**src/rtl/prc_pkg.sv**
```systemverilog
package prc_pkg;

    localparam int VOLT_BITS_DEFAULT = 18;
    localparam int FIELD_VOLT_BITS   = 18;
    localparam int RATIO_BITS        = 9;
    localparam int MS_BITS           = 16;
    localparam int CFG_INDEX_BITS    = 3;
    localparam int CFG_DATA_BITS     = 16;

    localparam logic [MS_BITS-1:0] MS_MAX = {MS_BITS{1'b1}};

    // item kinds
    localparam logic CMD_TICK   = 1'b0;
    localparam logic CMD_SAMPLE = 1'b1;

    // configuration register indexes
    localparam logic [CFG_INDEX_BITS-1:0] CFG_USE_RELAY      = 3'd0;
    localparam logic [CFG_INDEX_BITS-1:0] CFG_USE_PRECHARGE  = 3'd1;
    localparam logic [CFG_INDEX_BITS-1:0] CFG_RATIO          = 3'd2;
    localparam logic [CFG_INDEX_BITS-1:0] CFG_PRE_TIMEOUT_MS = 3'd3;
    localparam logic [CFG_INDEX_BITS-1:0] CFG_OVERLAP_MS     = 3'd4;
    localparam logic [CFG_INDEX_BITS-1:0] CFG_RETRY_MS       = 3'd5;

    // configuration reset values
    localparam logic                  RST_USE_RELAY      = 1'b1;
    localparam logic                  RST_USE_PRECHARGE  = 1'b1;
    localparam logic [RATIO_BITS-1:0] RST_RATIO          = 9'd230;
    localparam logic [MS_BITS-1:0]    RST_PRE_TIMEOUT_MS = 16'd300;
    localparam logic [MS_BITS-1:0]    RST_OVERLAP_MS     = 16'd200;
    localparam logic [MS_BITS-1:0]    RST_RETRY_MS       = 16'd5000;

    typedef enum logic [2:0] {
        ST_OFF         = 3'd0,
        ST_PRECHARGING = 3'd1,
        ST_PRECHARGED  = 3'd2,
        ST_ENABLED     = 3'd3,
        ST_TIMEOUT     = 3'd4
    } ctrl_state_t;

    typedef struct packed {
        logic                       cmd;
        logic                       enable_desired;
        logic [FIELD_VOLT_BITS-1:0] bus_millivolts;
        logic [FIELD_VOLT_BITS-1:0] battery_millivolts;
    } item_t;

    typedef struct packed {
        logic       main_relay_on;
        logic       precharge_relay_on;
        logic       load_enabled;
        logic       precharge_active;
        logic       precharge_error;
        logic [2:0] controller_state;
    } result_t;

    typedef struct packed {
        logic                  use_relay;
        logic                  use_precharge;
        logic [RATIO_BITS-1:0] precharge_ratio;
        logic [MS_BITS-1:0]    precharge_timeout_ms;
        logic [MS_BITS-1:0]    relay_overlap_ms;
        logic [MS_BITS-1:0]    retry_interval_ms;
    } cfg_t;

endpackage

```
**src/rtl/prc_cfg_regs.sv**
```systemverilog
module prc_cfg_regs (
    input  logic                                clk,
    input  logic                                rst_n,
    input  logic                                cfg_valid,
    output logic                                cfg_ready,
    input  logic [prc_pkg::CFG_INDEX_BITS-1:0]  cfg_index,
    input  logic [prc_pkg::CFG_DATA_BITS-1:0]   cfg_data,
    output prc_pkg::cfg_t                       cfg
);

    prc_pkg::cfg_t cfg_reg;
    prc_pkg::cfg_t cfg_next;

    // writes never wait
    assign cfg_ready = 1'b1;
    assign cfg       = cfg_reg;

    always_comb
    begin
        cfg_next = cfg_reg;
        if (cfg_valid && cfg_ready)
        begin
            case (cfg_index)
                prc_pkg::CFG_USE_RELAY:      cfg_next.use_relay = cfg_data[0];
                prc_pkg::CFG_USE_PRECHARGE:  cfg_next.use_precharge = cfg_data[0];
                prc_pkg::CFG_RATIO:
                    cfg_next.precharge_ratio = cfg_data[prc_pkg::RATIO_BITS-1:0];
                prc_pkg::CFG_PRE_TIMEOUT_MS: cfg_next.precharge_timeout_ms = cfg_data;
                prc_pkg::CFG_OVERLAP_MS:     cfg_next.relay_overlap_ms = cfg_data;
                prc_pkg::CFG_RETRY_MS:       cfg_next.retry_interval_ms = cfg_data;
                default: ;
            endcase
        end
    end

    always_ff @(posedge clk or negedge rst_n)
    begin
        if (!rst_n)
        begin
            cfg_reg.use_relay            <= prc_pkg::RST_USE_RELAY;
            cfg_reg.use_precharge        <= prc_pkg::RST_USE_PRECHARGE;
            cfg_reg.precharge_ratio      <= prc_pkg::RST_RATIO;
            cfg_reg.precharge_timeout_ms <= prc_pkg::RST_PRE_TIMEOUT_MS;
            cfg_reg.relay_overlap_ms     <= prc_pkg::RST_OVERLAP_MS;
            cfg_reg.retry_interval_ms    <= prc_pkg::RST_RETRY_MS;
        end
        else
        begin
            cfg_reg <= cfg_next;
        end
    end

endmodule

```
**src/rtl/prc_seq.sv**
```systemverilog
module prc_seq #(
    parameter int VOLT_BITS = prc_pkg::VOLT_BITS_DEFAULT
) (
    input  logic              clk,
    input  logic              rst_n,
    input  logic              step_en,
    input  prc_pkg::item_t    item,
    input  prc_pkg::cfg_t     cfg,
    output prc_pkg::result_t  result_next
);

    localparam int PROD_BITS = VOLT_BITS + prc_pkg::RATIO_BITS;

    prc_pkg::ctrl_state_t state_reg;
    prc_pkg::ctrl_state_t state_next;
    logic                 desired_seen_reg;
    logic                 desired_seen_next;
    logic [prc_pkg::MS_BITS-1:0] ms_reg;
    logic [prc_pkg::MS_BITS-1:0] ms_next;

    prc_pkg::ctrl_state_t cur;
    prc_pkg::ctrl_state_t enable_target;
    logic [prc_pkg::MS_BITS-1:0] ms_inc;
    logic [VOLT_BITS-1:0] bus_v;
    logic [VOLT_BITS-1:0] bat_v;
    logic [PROD_BITS-1:0] bus_scaled;
    logic [PROD_BITS-1:0] bat_scaled;
    logic                 bus_ge;
    logic                 bus_le;

    // voltages are taken to their low VOLT_BITS bits
    assign bus_v      = VOLT_BITS'(item.bus_millivolts);
    assign bat_v      = VOLT_BITS'(item.battery_millivolts);
    assign bus_scaled = PROD_BITS'({bus_v, 8'd0});
    assign bat_scaled = PROD_BITS'(bat_v) * PROD_BITS'(cfg.precharge_ratio);
    assign bus_ge     = (bus_scaled >= bat_scaled);
    assign bus_le     = (bus_scaled <= bat_scaled);

    assign ms_inc = (ms_reg == prc_pkg::MS_MAX) ? ms_reg : ms_reg + 1'b1;
    assign enable_target = cfg.use_precharge ? prc_pkg::ST_PRECHARGING
                                             : prc_pkg::ST_ENABLED;

    always_comb
    begin
        case (state_reg)
            prc_pkg::ST_PRECHARGING: cur = prc_pkg::ST_PRECHARGING;
            prc_pkg::ST_PRECHARGED:  cur = prc_pkg::ST_PRECHARGED;
            prc_pkg::ST_ENABLED:     cur = prc_pkg::ST_ENABLED;
            prc_pkg::ST_TIMEOUT:     cur = prc_pkg::ST_TIMEOUT;
            default:                 cur = prc_pkg::ST_OFF;
        endcase

        state_next        = cur;
        desired_seen_next = desired_seen_reg;
        ms_next           = ms_reg;

        if (item.cmd == prc_pkg::CMD_SAMPLE)
        begin
            if (item.enable_desired != desired_seen_reg)
            begin
                state_next = (item.enable_desired && cfg.use_relay) ? enable_target
                                                                    : prc_pkg::ST_OFF;
                desired_seen_next = item.enable_desired;
            end
            if (state_next == prc_pkg::ST_PRECHARGING && bus_ge)
                state_next = prc_pkg::ST_PRECHARGED;
            if (state_next == prc_pkg::ST_ENABLED && cfg.use_precharge && bus_le)
                state_next = prc_pkg::ST_TIMEOUT;
        end
        else
        begin
            ms_next = ms_inc;
            case (cur)
                prc_pkg::ST_PRECHARGING:
                    if (ms_inc >= cfg.precharge_timeout_ms)
                        state_next = prc_pkg::ST_TIMEOUT;
                prc_pkg::ST_PRECHARGED:
                    if (ms_inc >= cfg.relay_overlap_ms)
                        state_next = prc_pkg::ST_ENABLED;
                prc_pkg::ST_TIMEOUT:
                    if (ms_inc >= cfg.retry_interval_ms)
                        state_next = enable_target;
                default: ;
            endcase
        end

        // timer restarts on entry to the timed states
        if (state_next != cur &&
            (state_next == prc_pkg::ST_PRECHARGING ||
             state_next == prc_pkg::ST_PRECHARGED ||
             state_next == prc_pkg::ST_TIMEOUT))
            ms_next = '0;

        result_next = '0;
        result_next.controller_state = state_next;
        case (state_next)
            prc_pkg::ST_PRECHARGING:
            begin
                result_next.precharge_relay_on = 1'b1;
                result_next.precharge_active   = 1'b1;
            end
            prc_pkg::ST_PRECHARGED:
            begin
                result_next.main_relay_on      = 1'b1;
                result_next.load_enabled       = 1'b1;
                result_next.precharge_relay_on = 1'b1;
                result_next.precharge_active   = 1'b1;
            end
            prc_pkg::ST_ENABLED:
            begin
                result_next.main_relay_on = 1'b1;
                result_next.load_enabled  = 1'b1;
            end
            prc_pkg::ST_TIMEOUT:
                result_next.precharge_error = 1'b1;
            default: ;
        endcase
    end

    always_ff @(posedge clk or negedge rst_n)
    begin
        if (!rst_n)
        begin
            state_reg        <= prc_pkg::ST_OFF;
            desired_seen_reg <= 1'b0;
            ms_reg           <= '0;
        end
        else if (step_en)
        begin
            state_reg        <= state_next;
            desired_seen_reg <= desired_seen_next;
            ms_reg           <= ms_next;
        end
    end

endmodule

```
**src/rtl/precharge_relay_controller_unit.sv**
```systemverilog
// A request accepted is held in the input register; its result is then registered in the
// result register and offered. The step waits while the result side is stalled.
// Throughput: one request per cycle; the sequencer step (voltage ratio multiply,
// compare and state update) is combinational between the input and result registers.
// A stalled result holds off new requests only when both stages are full.
// Reset: state off, enable not seen, timer zero, registers at their defaults, no result.
module precharge_relay_controller_unit #(
    parameter int VOLT_BITS = prc_pkg::VOLT_BITS_DEFAULT
) (
    input  logic                                clk,
    input  logic                                rst_n,
    input  logic                                item_valid,
    output logic                                item_stall,
    input  prc_pkg::item_t                      item,
    output logic                                result_valid,
    input  logic                                result_stall,
    output prc_pkg::result_t                    result,
    input  logic                                cfg_valid,
    output logic                                cfg_ready,
    input  logic [prc_pkg::CFG_INDEX_BITS-1:0]  cfg_index,
    input  logic [prc_pkg::CFG_DATA_BITS-1:0]   cfg_data
);

    prc_pkg::cfg_t    cfg;
    prc_pkg::item_t   item_reg;
    logic             in_valid_reg;
    logic             in_valid_next;
    prc_pkg::result_t result_reg;
    prc_pkg::result_t result_next;
    logic             result_valid_reg;
    logic             result_valid_next;
    logic             res_free;
    logic             step_en;
    logic             item_take;

    prc_cfg_regs u_cfg (
        .clk       (clk),
        .rst_n     (rst_n),
        .cfg_valid (cfg_valid),
        .cfg_ready (cfg_ready),
        .cfg_index (cfg_index),
        .cfg_data  (cfg_data),
        .cfg       (cfg)
    );

    prc_seq #(
        .VOLT_BITS (VOLT_BITS)
    ) u_seq (
        .clk         (clk),
        .rst_n       (rst_n),
        .step_en     (step_en),
        .item        (item_reg),
        .cfg         (cfg),
        .result_next (result_next)
    );

    assign res_free   = !result_valid_reg || !result_stall;
    assign step_en    = in_valid_reg && res_free;
    assign item_stall = in_valid_reg && !res_free;
    assign item_take  = item_valid && !item_stall;

    assign result_valid = result_valid_reg;
    assign result       = result_reg;

    always_comb
    begin
        in_valid_next = in_valid_reg;
        if (item_take)
            in_valid_next = 1'b1;
        else if (step_en)
            in_valid_next = 1'b0;

        result_valid_next = result_valid_reg;
        if (step_en)
            result_valid_next = 1'b1;
        else if (!result_stall)
            result_valid_next = 1'b0;
    end

    always_ff @(posedge clk or negedge rst_n)
    begin
        if (!rst_n)
        begin
            in_valid_reg     <= 1'b0;
            result_valid_reg <= 1'b0;
        end
        else
        begin
            in_valid_reg     <= in_valid_next;
            result_valid_reg <= result_valid_next;
        end
    end

    always_ff @(posedge clk)
    begin
        if (item_take)
            item_reg <= item;
        if (step_en)
            result_reg <= result_next;
    end

endmodule

```
**config.mk**
```make
export PLATFORM = sky130hd
export DESIGN_NAME = precharge_relay_controller_unit
export DESIGN_NICKNAME = d
export VERILOG_FILES = /design/src/rtl/prc_pkg.sv /design/src/rtl/prc_cfg_regs.sv /design/src/rtl/prc_seq.sv /design/src/rtl/precharge_relay_controller_unit.sv
export SDC_FILE = /design/constraint.sdc
export NUM_CORES = 1
export LEC_CHECK = 0
export ABC_AREA = 1
export BUFFER_PORTS_ARGS = -buffer_cell sky130_fd_sc_hd__buf_2
export CORE_UTILIZATION = 35
export DETAILED_ROUTE_END_ITERATION = 16
export PLACE_DENSITY_LB_ADDON = 0.1
export SETUP_SLACK_MARGIN = 0.3
export SYNTH_ARGS = -nofsm -noshare
export SYNTH_HDL_FRONTEND = slang
export SYNTH_HIERARCHICAL = 1
export SYNTH_SLANG_ARGS = --single-unit
```
**constraint.sdc**
```tcl
create_clock -name clk -period 12.2 [get_ports clk]
set_clock_uncertainty 0.15 [all_clocks]
set_input_delay 2.44 -clock clk [delete_from_list [all_inputs] [get_ports clk]]
set_output_delay 2.44 -clock clk [all_outputs]
set_load 0.05 [all_outputs]
```
==> Flow_metrics.wiki, run 1 <==
{| class="wikitable"
! Metric !! Value
|-
| Register-to-register path setup slack || 4.38 ns
|-
| Largest incremental delay on the critical path || 0.79 ns
|-
| Setup ws final || 4.381 ns
|-
| Chip width || 188.5 µm
|-
| Rows || 67
|-
| Worst Tran Pin Value || 0.7898 ns
|-
| Post-synthesis mux area share || 0.0008219
|-
| Worst reg2reg endpoint || u_seq/ms_reg[8]$_DFFE_PN0P_
|-
| Clock H-tree levels || 4
|-
| Cell with the largest stage delay on the worst path || dfrtp_1
|-
| Number of buffers on the longest clock path || 2
|-
| Initial standard-cell utilization of the core || 0.3596
|-
| Last weighted congestion value of the routability-driven placer || 0.8197
|-
| Number of maximum-capacitance violations || 0
|-
| Area delta synth->final || 10.54%
|-
| CTS hold repair buffers || 0
|-
| Type of origin of the critical path || flop
|-
| Layout cell share with drive strength beyond 1 || 0.1185
|-
| Via count || 9308
|-
| Static leakage || 7.532 nW
|-
| Worst voltage drop across the vdd grid || 0.1444 mV
|-
| Endpoint kind of the worst setup timing path || flop
|-
| Worst hold path class || flop to flop
|-
| Total nets after synthesis || 1787
|-
| Avg Vias per Cell || 4.652
|-
| Critical R2R Launch || u_cfg/cfg[56]$_DFFE_PN0P_
|-
| Global-route wire length before repair || 53640 µm
|-
| Required time worst endpoint || 12.43 ns
|-
| Remaining routing DRC violations || 0
|-
| Final setup viols || 0
|-
| CP Capture Point || u_seq/ms_reg[8]$_DFFE_PN0P_
|-
| Post-synthesis cell type count || 45
|-
| Critical Path Source || u_cfg/cfg[56]$_DFFE_PN0P_
|-
| Clk Latency, worst-skew pair || 0.45 ns
|-
| Synth Area in Compound Gates || 0.04531
|-
| Total detailed-routing wirelength || 32300 µm
|-
| Final worst path period need || 7.819 ns
|-
| Top-area cell type share of the netlist area || 0.1858
|-
| Num CTS Buffers || 17
|-
| Final hold violations || 0
|-
| Number of nets in the layout || 1829
|-
| Io pins || 73
|-
| Total Die Area || 35540 µm²
|-
| Global route overflow || 0
|-
| PwrDens || 257.0 nW/µm²
|-
| Combinational family with the most area after synthesis || adder cells
|-
| Cell mode on critical path || nand2_1
|-
| Largest fanout of any net on the critical path || 19
|-
| Arr. time, crit path || 8.05 ns
|-
| Count of input and output buffers || 71
|-
| Overall track demand over capacity in global routing || 0.1973
|-
| Cells taking the most area after synthesis || fa_1 (19%), nand2_1 (14%), dfrtp_1 (13%), ha_1 (12%), edfxtp_1 (11%)
|-
| Setup Total Neg Slack || 0 ns
|-
| Detailed Routing Iterations Pass 1 || 5
|-
| Outcome || finished, final reports clean
|-
| Adder-cell area share of the yosys netlist || 0.3029
|-
| Core Footprint || 33870 µm²
|-
| Setup repair after global routing missed its margin || no
|-
| Cells on worst reg2reg path || 41
|-
| Reg clk slew, reported paths || 0.07 ns
|-
| Post-synthesis instance area || 12180 µm²
|-
| Pin count of the biggest net entering global routing || 57
|-
| Number of filler cells placed in the layout || 3545
|-
| Final max-slew violation count || 0
|-
| Register bit total from synthesis || 127
|-
| Worst slew margin relative to its limit || 0.4735
|-
| Number of antenna cells inserted || 0
|-
| Vias in the first global route || 9667
|-
| Type of the worst setup path || flop to flop
|-
| Final cycle utilization of the critical path || 0.6409
|-
| Simple-gate share of the synthesized area || 0.2279
|-
| Detail Route Antenna Nets || 0
|-
| Post CTS Setup Buffer Count || 0
|-
| Xor and xnor area share after synthesis || 0.02086
|-
| Cell count after synthesis || 1498
|-
| Vertical die dimension || 188.5 µm
|-
| Avg Cell Area, Syn || 8.129 µm²
|-
| Post-detail-place hpwl || 24370 µm
|-
| DR iter-0 viols || 477
|-
| Antenna violations before repair || 0
|-
| Sequential area share after synthesis || 0.2818
|-
| Post-DR wirelength/cell || 16.14 µm
|-
| Library cell with the largest summed area after synthesis || fa_1
|-
| Post-Place Setup Slack || 4.437 ns
|-
| Hold Slack || 0.3128 ns
|-
| Library cell used as clock root buffer || clkbuf_16
|-
| Number of flip-flops in the largest register || 59
|-
| Maximum clock frequency || 0.1279 GHz
|-
| # clock sinks || 127
|-
| CTS tree || done
|-
| PostCTS Resize Cnt || 0
|-
| Ys Warns || 6
|}
where the power goes:
part	switching, W	leakage (nW)	internal [W]
Clock	0.000235	0.290	0.000291
Combinational	0.00144	5.80	0.000901
Sequential	0.0000801	1.44	0.000514
worst max-delay path: cells and delay by family, from the launching register on:
| kind | cells | cell delay (ns) |
|---|---|---|
| compound gates | 6 | 1.28 |
| xor+xnor | 1 | 0.16 |
| fa+ha+maj | 6 | 2.76 |
| buf+inv | 3 | 0.17 |
| flops | 1 | 0.79 |
| simple gates | 25 | 2.46 |
worst min path at each step:
stage | startpoint | end | slack [ns] | cells after the start
final | u_cfg/cfg[58]$_DFFE_PN1P_ | u_cfg/cfg[58]$_DFFE_PN1P_ | 0.31 | 2
after global routing | u_cfg/cfg[3]$_DFFE_PN1P_ | u_cfg/cfg[3]$_DFFE_PN1P_ | 0.34 | 2
after CTS | u_cfg/cfg[19]$_DFFE_PN1P_ | u_cfg/cfg[19]$_DFFE_PN1P_ | 0.31 | 2
after detailed placement | u_cfg/cfg[19]$_DFFE_PN1P_ | u_cfg/cfg[19]$_DFFE_PN1P_ | 0.31 | 2
after global placement | u_cfg/cfg[58]$_DFFE_PN1P_ | u_cfg/cfg[58]$_DFFE_PN1P_ | 0.30 | 2
after floorplan | u_cfg/cfg[48]$_DFFE_PN0P_ | u_cfg/cfg[48]$_DFFE_PN0P_ | 0.29 | 2
through the flow:
step	area (µm²)	total power (W)	cells	utilization
final	13460	0.003459	2001	0.3975
after global routing	13460	0.003876	2001	0.3975
after CTS	13460	0.003488	2001	0.3975
after detailed placement	12870	0.002911	1969	0.3801
after global placement	12870	0.002926	1969	0.3801
after floorplan	12180	0.002305	1498	-
placed cells by master (no fill, tap or decap), drive strengths merged, types with 5 or more instances in the layout:
| cell type | instances |
|---|---|
| a21oi | 63 |
| xor2 | 18 |
| ha | 114 |
| xnor2 | 11 |
| nand2 | 494 |
| o21ai | 18 |
| nor3 | 19 |
| dfrtp | 62 |
| buf | 75 |
| nand4 | 26 |
| clkinv | 6 |
| nand3 | 52 |
| dfstp | 19 |
| nor2 | 41 |
| clkbuf | 19 |
| edfxtp | 46 |
| fa | 113 |
| o211ai | 5 |
| inv | 327 |
synth_stat cells (all sizes together):
cell,n
clkbuf,35
conb,1
dfrtp,62
a211oi,2
nand3b,3
clkinv,1
ha,114
and2,1
xor2,18
o21ai,18
or2,1
a21oi,63
o21bai,3
buf,17
nand4,26
nand3,52
o21a,2
dfstp,19
nand2,494
a22oi,2
edfxtp,46
o211ai,5
nor2,41
nor4,3
xnor2,11
nor3,19
fa,113
inv,320
a31oi,3
o2111ai,1
mux2i,1
a221o,1
area by class of cell:
type                            count  area [µm²]  share of cell area
Timing Repair Buffer               75       387.9             0.02881
Sequential cell                   127        3432              0.2549
Multi-Input combinational cell    998        7287              0.5413
Clock inverter                     13       113.9            0.008458
Clock buffer                       19       475.5             0.03532
Inverter                          321        1205             0.08951
Tap cell                          448       560.5             0.04164
cells by family after synthesis:
family / count (synthesis)
XOR/XNOR: 29
AND/OR/NAND/NOR: 640
adder cells (fa/ha/maj): 227
multiplexers: 1
other: 1
buffers and inverters: 373
flip-flops: 127
AO/OA/AOI/OAI: 100
layer usage:
metal | global-route usage | vias to the layer above | wire, µm
met5 | 0 | - | 0
met4 | 0.05149 | 0 | 527
met3 | 0.03259 | 31 | 1174
met2 | 0.2883 | 163 | 13700
met1 | 0.2988 | 4455 | 16900
li1 | - | 4659 | -
No activity file was read; power rests on OpenSTA's default activity.
==> run 2, diff against run 1 <==
==> constraint.sdc (replaced) <==
create_clock -name clk -period 6.4 [get_ports clk]
set_clock_uncertainty 0.15 [all_clocks]
set_input_delay 1.28 -clock clk [delete_from_list [all_inputs] [get_ports clk]]
set_output_delay 1.28 -clock clk [all_outputs]
set_load 0.05 [all_outputs]
==> Flow_metrics.wiki, run 2 (synthesis gave the netlist of run 1 again) <==
{| class="wikitable"
! Metric !! Value
|-
| Worst slew margin relative to its limit || 0.3027
|-
| Detail Route Antenna Nets || 0
|-
| Required time worst endpoint || 6.62 ns
|-
| Largest incremental delay on the critical path || 0.61 ns
|-
| Pin count of the biggest net entering global routing || 78
|-
| Total Die Area || 35540 µm²
|-
| Final max-slew violation count || 0
|-
| Post-DR wirelength/cell || 15.30 µm
|-
| Number of filler cells placed in the layout || 3415
|-
| Io pins || 73
|-
| Endpoint kind of the worst setup timing path || flop
|-
| Final worst path period need || 6.873 ns
|-
| Start point of the worst hold path || u_cfg/cfg[19]$_DFFE_PN1P_
|-
| Cells on worst reg2reg path || 40
|-
| Final core occ || 0.4445
|-
| Critical R2R Launch || u_cfg/cfg[50]$_DFFE_PN1P_
|-
| Clock power share || 0.119
|-
| DR iter-0 viols || 515
|-
| Number of buffers on the longest clock path || 2
|-
| Worst reg2reg endpoint || u_seq/ms_reg[7]$_DFFE_PN0P_
|-
| Outcome || finished, violations left
|-
| Initial standard-cell utilization of the core || 0.3596
|-
| Vias in the first global route || 10210
|-
| Cell with the largest stage delay on the worst path || fa_2
|-
| Vertical die dimension || 188.5 µm
|-
| Global-route wire length before repair || 53990 µm
|-
| Worst hold path class || flop to flop
|-
| Number of nets in the layout || 1964
|-
| PwrDens || 559.8 nW/µm²
|-
| Chip width || 188.5 µm
|-
| Avg Vias per Cell || 4.569
|-
| Combinational group share of total power || 0.753
|-
| Final setup viols || 27
|-
| GR Layer Usage met1 || 0.2548
|-
| Final cycle utilization of the critical path || 1.074
|-
| Non-filler cells, final || 2136
|-
| Post-detail-place hpwl || 25470 µm
|-
| Setup repair after global routing missed its margin || yes
|-
| Final hold violations || 0
|-
| Register-to-register path setup slack || -0.47 ns
|-
| Type of the worst setup path || flop to flop
|-
| Violations in the final reports || negative setup slack
|-
| Clk Latency, worst-skew pair || 0.44 ns
|-
| Clock H-tree levels || 4
|-
| Core Footprint || 33870 µm²
|-
| Setup ws final || -0.4729 ns
|-
| Number of instances on the worst hold path || 2
|-
| Global route overflow || 0
|-
| Remaining routing DRC violations || 0
|-
| Worst min-delay path endpoint || u_cfg/cfg[19]$_DFFE_PN1P_
|-
| Worst Tran Pin Value || 1.046 ns
|-
| Arr. time, crit path || 7.10 ns
|-
| Library cell used as clock root buffer || clkbuf_16
|-
| Antenna violations before repair || 1
|-
| Number of antenna cells inserted || 0
|-
| Fraction of met3 tracks used by global routing || 0.03055
|-
| Most frequent standard cell in the layout excluding fill and tap cells || nand2_1
|-
| Placed insts || 2080
|-
| Largest fanout of any net on the critical path || 8
|-
| Reg clk slew, reported paths || 0.06 ns
|-
| Met2 Usage GRT || 0.3343
|-
| Rows || 67
|-
| Net switching power of the design || 0.003791 W
|-
| Switching Fraction || 0.4498
|-
| Overall track demand over capacity in global routing || 0.1954
|-
| Post-Place Setup Slack || -1.067 ns
|-
| Fin area || 15050 µm²
|-
| Last weighted congestion value of the routability-driven placer || 0.8317
|-
| Via count || 9760
|-
| CTS hold repair buffers || 0
|-
| Maximum clock frequency || 0.1455 GHz
|-
| Number of maximum-capacitance violations || 0
|-
| Internal portion of total power || 0.004637 W
|-
| Num CTS Buffers || 17
|-
| Total detailed-routing wirelength || 32680 µm
|-
| Detailed Routing Iterations Pass 1 || 5
|-
| GR peak layer || met2
|-
| Layout cell share with drive strength beyond 1 || 0.2393
|-
| Number of flip-flops in the largest register || 59
|-
| Worst voltage drop across the vdd grid || 0.3795 mV
|-
| # clock sinks || 127
|-
| CTS tree || done
|-
| Type of origin of the critical path || flop
|-
| Commonest cells after routing, fill and taps aside || nand2_1 (431), inv_1 (309), buf_4 (124)
|-
| Count of input and output buffers || 71
|-
| Area delta synth->final || 23.62%
|-
| Seq pwr share || 0.128
|-
| Cell mode on critical path || nand2_1
|-
| Static leakage || 8.271 nW
|-
| Post-DP Area || 13770 µm²
|}
-- run 2: cell count changes in the layout (fill, tap and decap cells not counted), sizes merged --
cell,delta
buf,+133
nand2,+1
clkinvlp,+1
clkbuf,+2
inv,-4
clkinv,+1
bufinv,+1
-- run 2: how the worst max path moves through the flow --
stage,slack (ns),start,to,depth (start not counted)
2_1_floorplan,-0.34,u_cfg/cfg[54]$_DFFE_PN1P_,u_seq/ms_reg[13]$_DFFE_PN0P_,43
3_3_place_gp,-1.0,u_cfg/cfg[53]$_DFFE_PN1P_,u_seq/ms_reg[10]$_DFFE_PN0P_,40
3_5_place_dp,-1.07,u_cfg/cfg[50]$_DFFE_PN1P_,u_seq/ms_reg[11]$_DFFE_PN0P_,39
4_1_cts,-0.68,u_cfg/cfg[50]$_DFFE_PN1P_,u_seq/ms_reg[3]$_DFFE_PN0P_,38
5_1_grt,-0.79,u_cfg/cfg[50]$_DFFE_PN1P_,u_seq/ms_reg[8]$_DFFE_PN0P_,40
6_report,-0.47,u_cfg/cfg[50]$_DFFE_PN1P_,u_seq/ms_reg[7]$_DFFE_PN0P_,40
-- run 2: power by group through the flow --
stage	Combinational [W]	Sequential, W	Clock, W
6_report	0.00635	0.00108	0.00101
5_1_grt	0.00713	0.00109	0.00106
4_1_cts	0.00589	0.00108	0.00104
3_5_place_dp	0.00558	0.00110	0
3_3_place_gp	0.00559	0.00110	0
2_1_floorplan	0.00340	0.00108	0
-- run 2: what timing repair did --
action                     CTS  global route
gates resized for setup     37            77
gates cloned                 1             1
buffers inserted            11            11
pin swaps                   18            66
setup endpoints to repair   27            27
-- run 2: per-stage QoR --
stage               TNS [ns]  hold slack (ns)  total power [W]
floorplan             -4.700           0.2866         0.004474
global placement      -22.30           0.3025         0.006690
detailed placement    -23.94           0.3089         0.006676
CTS                   -14.10           0.3163         0.008009
global route          -17.10           0.3343         0.009278
finish                -9.136           0.3140         0.008428
-- run 2: worst max-delay path: cells and delay by family, from the launching register on --
kind            cells  cell delay (ns)
fa+ha+maj           6             2.69
simple gates       25             2.32
flops               1             0.58
compound gates      4             0.49
buf+inv             4             0.43
xor+xnor            1             0.14
-- run 2: final cells by class --
cell class | count | area, µm² | area share
inverters | 321 | 1205 | 0.08004
well taps | 448 | 560.5 | 0.03723
clock inverters | 12 | 122.6 | 0.008145
flip-flops and latches | 127 | 3437 | 0.2283
clock buffers | 20 | 478.0 | 0.03175
multi-input cells | 999 | 7752 | 0.5150
repair buffers | 209 | 1499 | 0.09957
-- run 2: routing by layer --
metal | part of all wire | vias up
li1 | - | 4927
met1 | 0.46 | 4662
met2 | 0.50 | 130
met3 | 0.025 | 39
met4 | 0.018 | 2
met5 | 0.00024 | -
==> run 3, diff against run 2 <==
--- a/config.mk
+++ b/config.mk
@@ -7,7 +7,7 @@
 export LEC_CHECK = 0
 export ABC_AREA = 1
 export BUFFER_PORTS_ARGS = -buffer_cell sky130_fd_sc_hd__buf_2
-export CORE_UTILIZATION = 35
+export CORE_UTILIZATION = 47
 export DETAILED_ROUTE_END_ITERATION = 16
 export PLACE_DENSITY_LB_ADDON = 0.1
 export SETUP_SLACK_MARGIN = 0.3
==> Flow_metrics.wiki, run 3 (synthesis gave the netlist of run 1 again) <==
{| class="wikitable"
! Metric !! Value
|-
| Outcome || finished, violations left
|-
| Violations in the final reports || negative setup slack
|-
| Global route overflow || 0
|-
| Rows || 58
|-
| Final cycle utilization of the critical path || 1.078
|-
| Detail Route Antenna Nets || 0
|-
| Required time worst endpoint || 6.57 ns
|-
| Arr. time, crit path || 7.07 ns
|-
| Last weighted congestion value of the routability-driven placer || 0.8366
|-
| Pin count of the biggest net entering global routing || 47
|-
| Post-DR wirelength/cell || 15.71 µm
|-
| Via count || 9944
|-
| DR iter-0 viols || 540
|-
| Worst Tran Pin Value || 0.6808 ns
|-
| Total Die Area || 26560 µm²
|-
| Avg Vias per Cell || 4.930
|-
| Setup repair after global routing missed its margin || yes
|-
| Clk Latency, worst-skew pair || 0.43 ns
|-
| Initial standard-cell utilization of the core || 0.4808
|-
| Worst hold path class || flop to flop
|-
| Count of input and output buffers || 71
|-
| Total detailed-routing wirelength || 31680 µm
|-
| Core Footprint || 25330 µm²
|-
| Num CTS Buffers || 17
|-
| Chip width || 163.0 µm
|-
| Hold Slack || 0.3147 ns
|-
| Layout cell share with drive strength beyond 1 || 0.2347
|-
| Final hold violations || 0
|-
| Clock H-tree levels || 4
|-
| Endpoint kind of the worst setup timing path || flop
|-
| Worst slew margin relative to its limit || 0.5450
|-
| Cell mode on critical path || nand2_2
|-
| Cell with the largest stage delay on the worst path || fa_1
|-
| Static leakage || 8.248 nW
|-
| Largest incremental delay on the critical path || 0.56 ns
|-
| # clock sinks || 127
|-
| Library cell used as clock root buffer || clkbuf_16
|-
| Overall track demand over capacity in global routing || 0.2550
|-
| Maximum clock frequency || 0.1450 GHz
|-
| Type of origin of the critical path || flop
|-
| Global-route wire length before repair || 51960 µm
|-
| Remaining routing DRC violations || 0
|-
| Antenna violations before repair || 0
|-
| Vias in the first global route || 10320
|-
| Number of maximum-capacitance violations || 0
|-
| PwrDens || 559.8 nW/µm²
|-
| Final max-slew violation count || 0
|-
| Setup ws final || -0.4970 ns
|-
| Reg clk slew, reported paths || 0.07 ns
|-
| Commonest cells after routing, fill and taps aside || nand2_1 (433), inv_1 (302), buf_4 (115)
|-
| Number of buffers on the longest clock path || 2
|-
| Largest fanout of any net on the critical path || 8
|-
| Number of flip-flops in the largest register || 59
|-
| Final setup viols || 27
|-
| Vertical die dimension || 163.0 µm
|-
| Io pins || 73
|-
| Number of antenna cells inserted || 0
|-
| Final worst path period need || 6.897 ns
|-
| Area delta synth->final || 21.59%
|-
| Type of the worst setup path || flop to flop
|-
| Post-detail-place hpwl || 24110 µm
|-
| Most frequent standard cell in the layout excluding fill and tap cells || nand2_1
|-
| CTS tree || done
|-
| Worst voltage drop across the vdd grid || 0.3904 mV
|-
| Non-filler cells, final || 2017
|-
| Detailed Routing Iterations Pass 1 || 6
|-
| Number of nets in the layout || 1963
|-
| Placed insts || 1947
|}
-- run 3: changes by cell type in the layout (fill, tap and decap cells not counted), moves of 7 or more --
cell   delta
buf_4     -9
inv_2     +7
inv_1     -7
buf_6     +9
-- run 3: worst max-delay path, delay by kind of cell, from the launching register on --
family | cells | cell delay, ns
AO/OA/AOI/OAI | 5 | 0.70
XOR/XNOR | 1 | 0.09
adder cells (fa/ha/maj) | 6 | 2.66
buffers and inverters | 5 | 0.36
flip-flops | 1 | 0.55
AND/OR/NAND/NOR | 25 | 2.30
-- run 3: per-stage QoR --
step / TNS [ns] / instance area (µm²) / total power, W / util / setup WS [ns]
final: -9.728 / 14810 / 0.008290 / 0.5846 / -0.4970
after global routing: -17.66 / 14810 / 0.009123 / 0.5846 / -0.8036
after CTS: -4.161 / 14470 / 0.007953 / 0.5711 / -0.2679
after detailed placement: -9.151 / 13510 / 0.006337 / 0.5334 / -0.5125
after global placement: -6.360 / 13510 / 0.006274 / 0.5334 / -0.3911
after floorplan: -4.700 / 12340 / 0.004474 / - / -0.3439
-- run 3: path summary, 6_finish.rpt --
check	startpoint	to	slack, ns	cells past startpoint
worst max-delay path	u_cfg/cfg[50]$_DFFE_PN1P_	u_seq/ms_reg[11]$_DFFE_PN0P_	-0.50	42
worst max register to register	u_cfg/cfg[50]$_DFFE_PN1P_	u_seq/ms_reg[11]$_DFFE_PN0P_	-0.50	42
worst min register to register	u_cfg/cfg[23]$_DFFE_PN1P_	u_cfg/cfg[23]$_DFFE_PN1P_	0.31	2
worst min-delay path	u_cfg/cfg[23]$_DFFE_PN1P_	u_cfg/cfg[23]$_DFFE_PN1P_	0.31	2
min in group asynchronous	rst_n	u_seq/ms_reg[13]$_DFFE_PN0P_	0.67	1
max in group asynchronous	rst_n	u_cfg/cfg[48]$_DFFE_PN0P_	4.36	2
-- run 3: area by class of cell --
class                      instances  area, µm²
clock buffer                      21      471.7
sequential                       127       3435
multi-input combinational        999       7689
tap                              330      412.9
timing repair buffer             208       1513
inverter                         321       1205
clock inverter                    11      81.33
fill                            2282      10520
-- run 3: routing by layer --
| layer | global-route usage | wire (µm) | up-vias |
|---|---|---|---|
| met2 | 0.4513 | 16250 | 176 |
| met4 | 0.08411 | 831 | 0 |
| met3 | 0.03820 | 955 | 51 |
| met5 | 0 | 0 | - |
| li1 | - | - | 4916 |
| met1 | 0.3166 | 13650 | 4801 |
-- run 3: repair_timing --
| item | 4_1_cts | 5_1_grt |
|---|---|---|
| pin swaps | 21 | 60 |
| gates cloned | 1 | 1 |
| endpoints found under the setup margin | 27 | 27 |
| hold buffers | 0 | 0 |
| buffers inserted | 23 | 13 |
| gates resized for setup | 47 | 66 |
-- run 3: power breakdown --
group / total [W] / internal (W) / switching (W)
combinational: 0.00626 / 0.00301 / 0.00324
sequential: 0.00108 / 0.000981 / 0.000101
clock: 0.000951 / 0.000533 / 0.000419
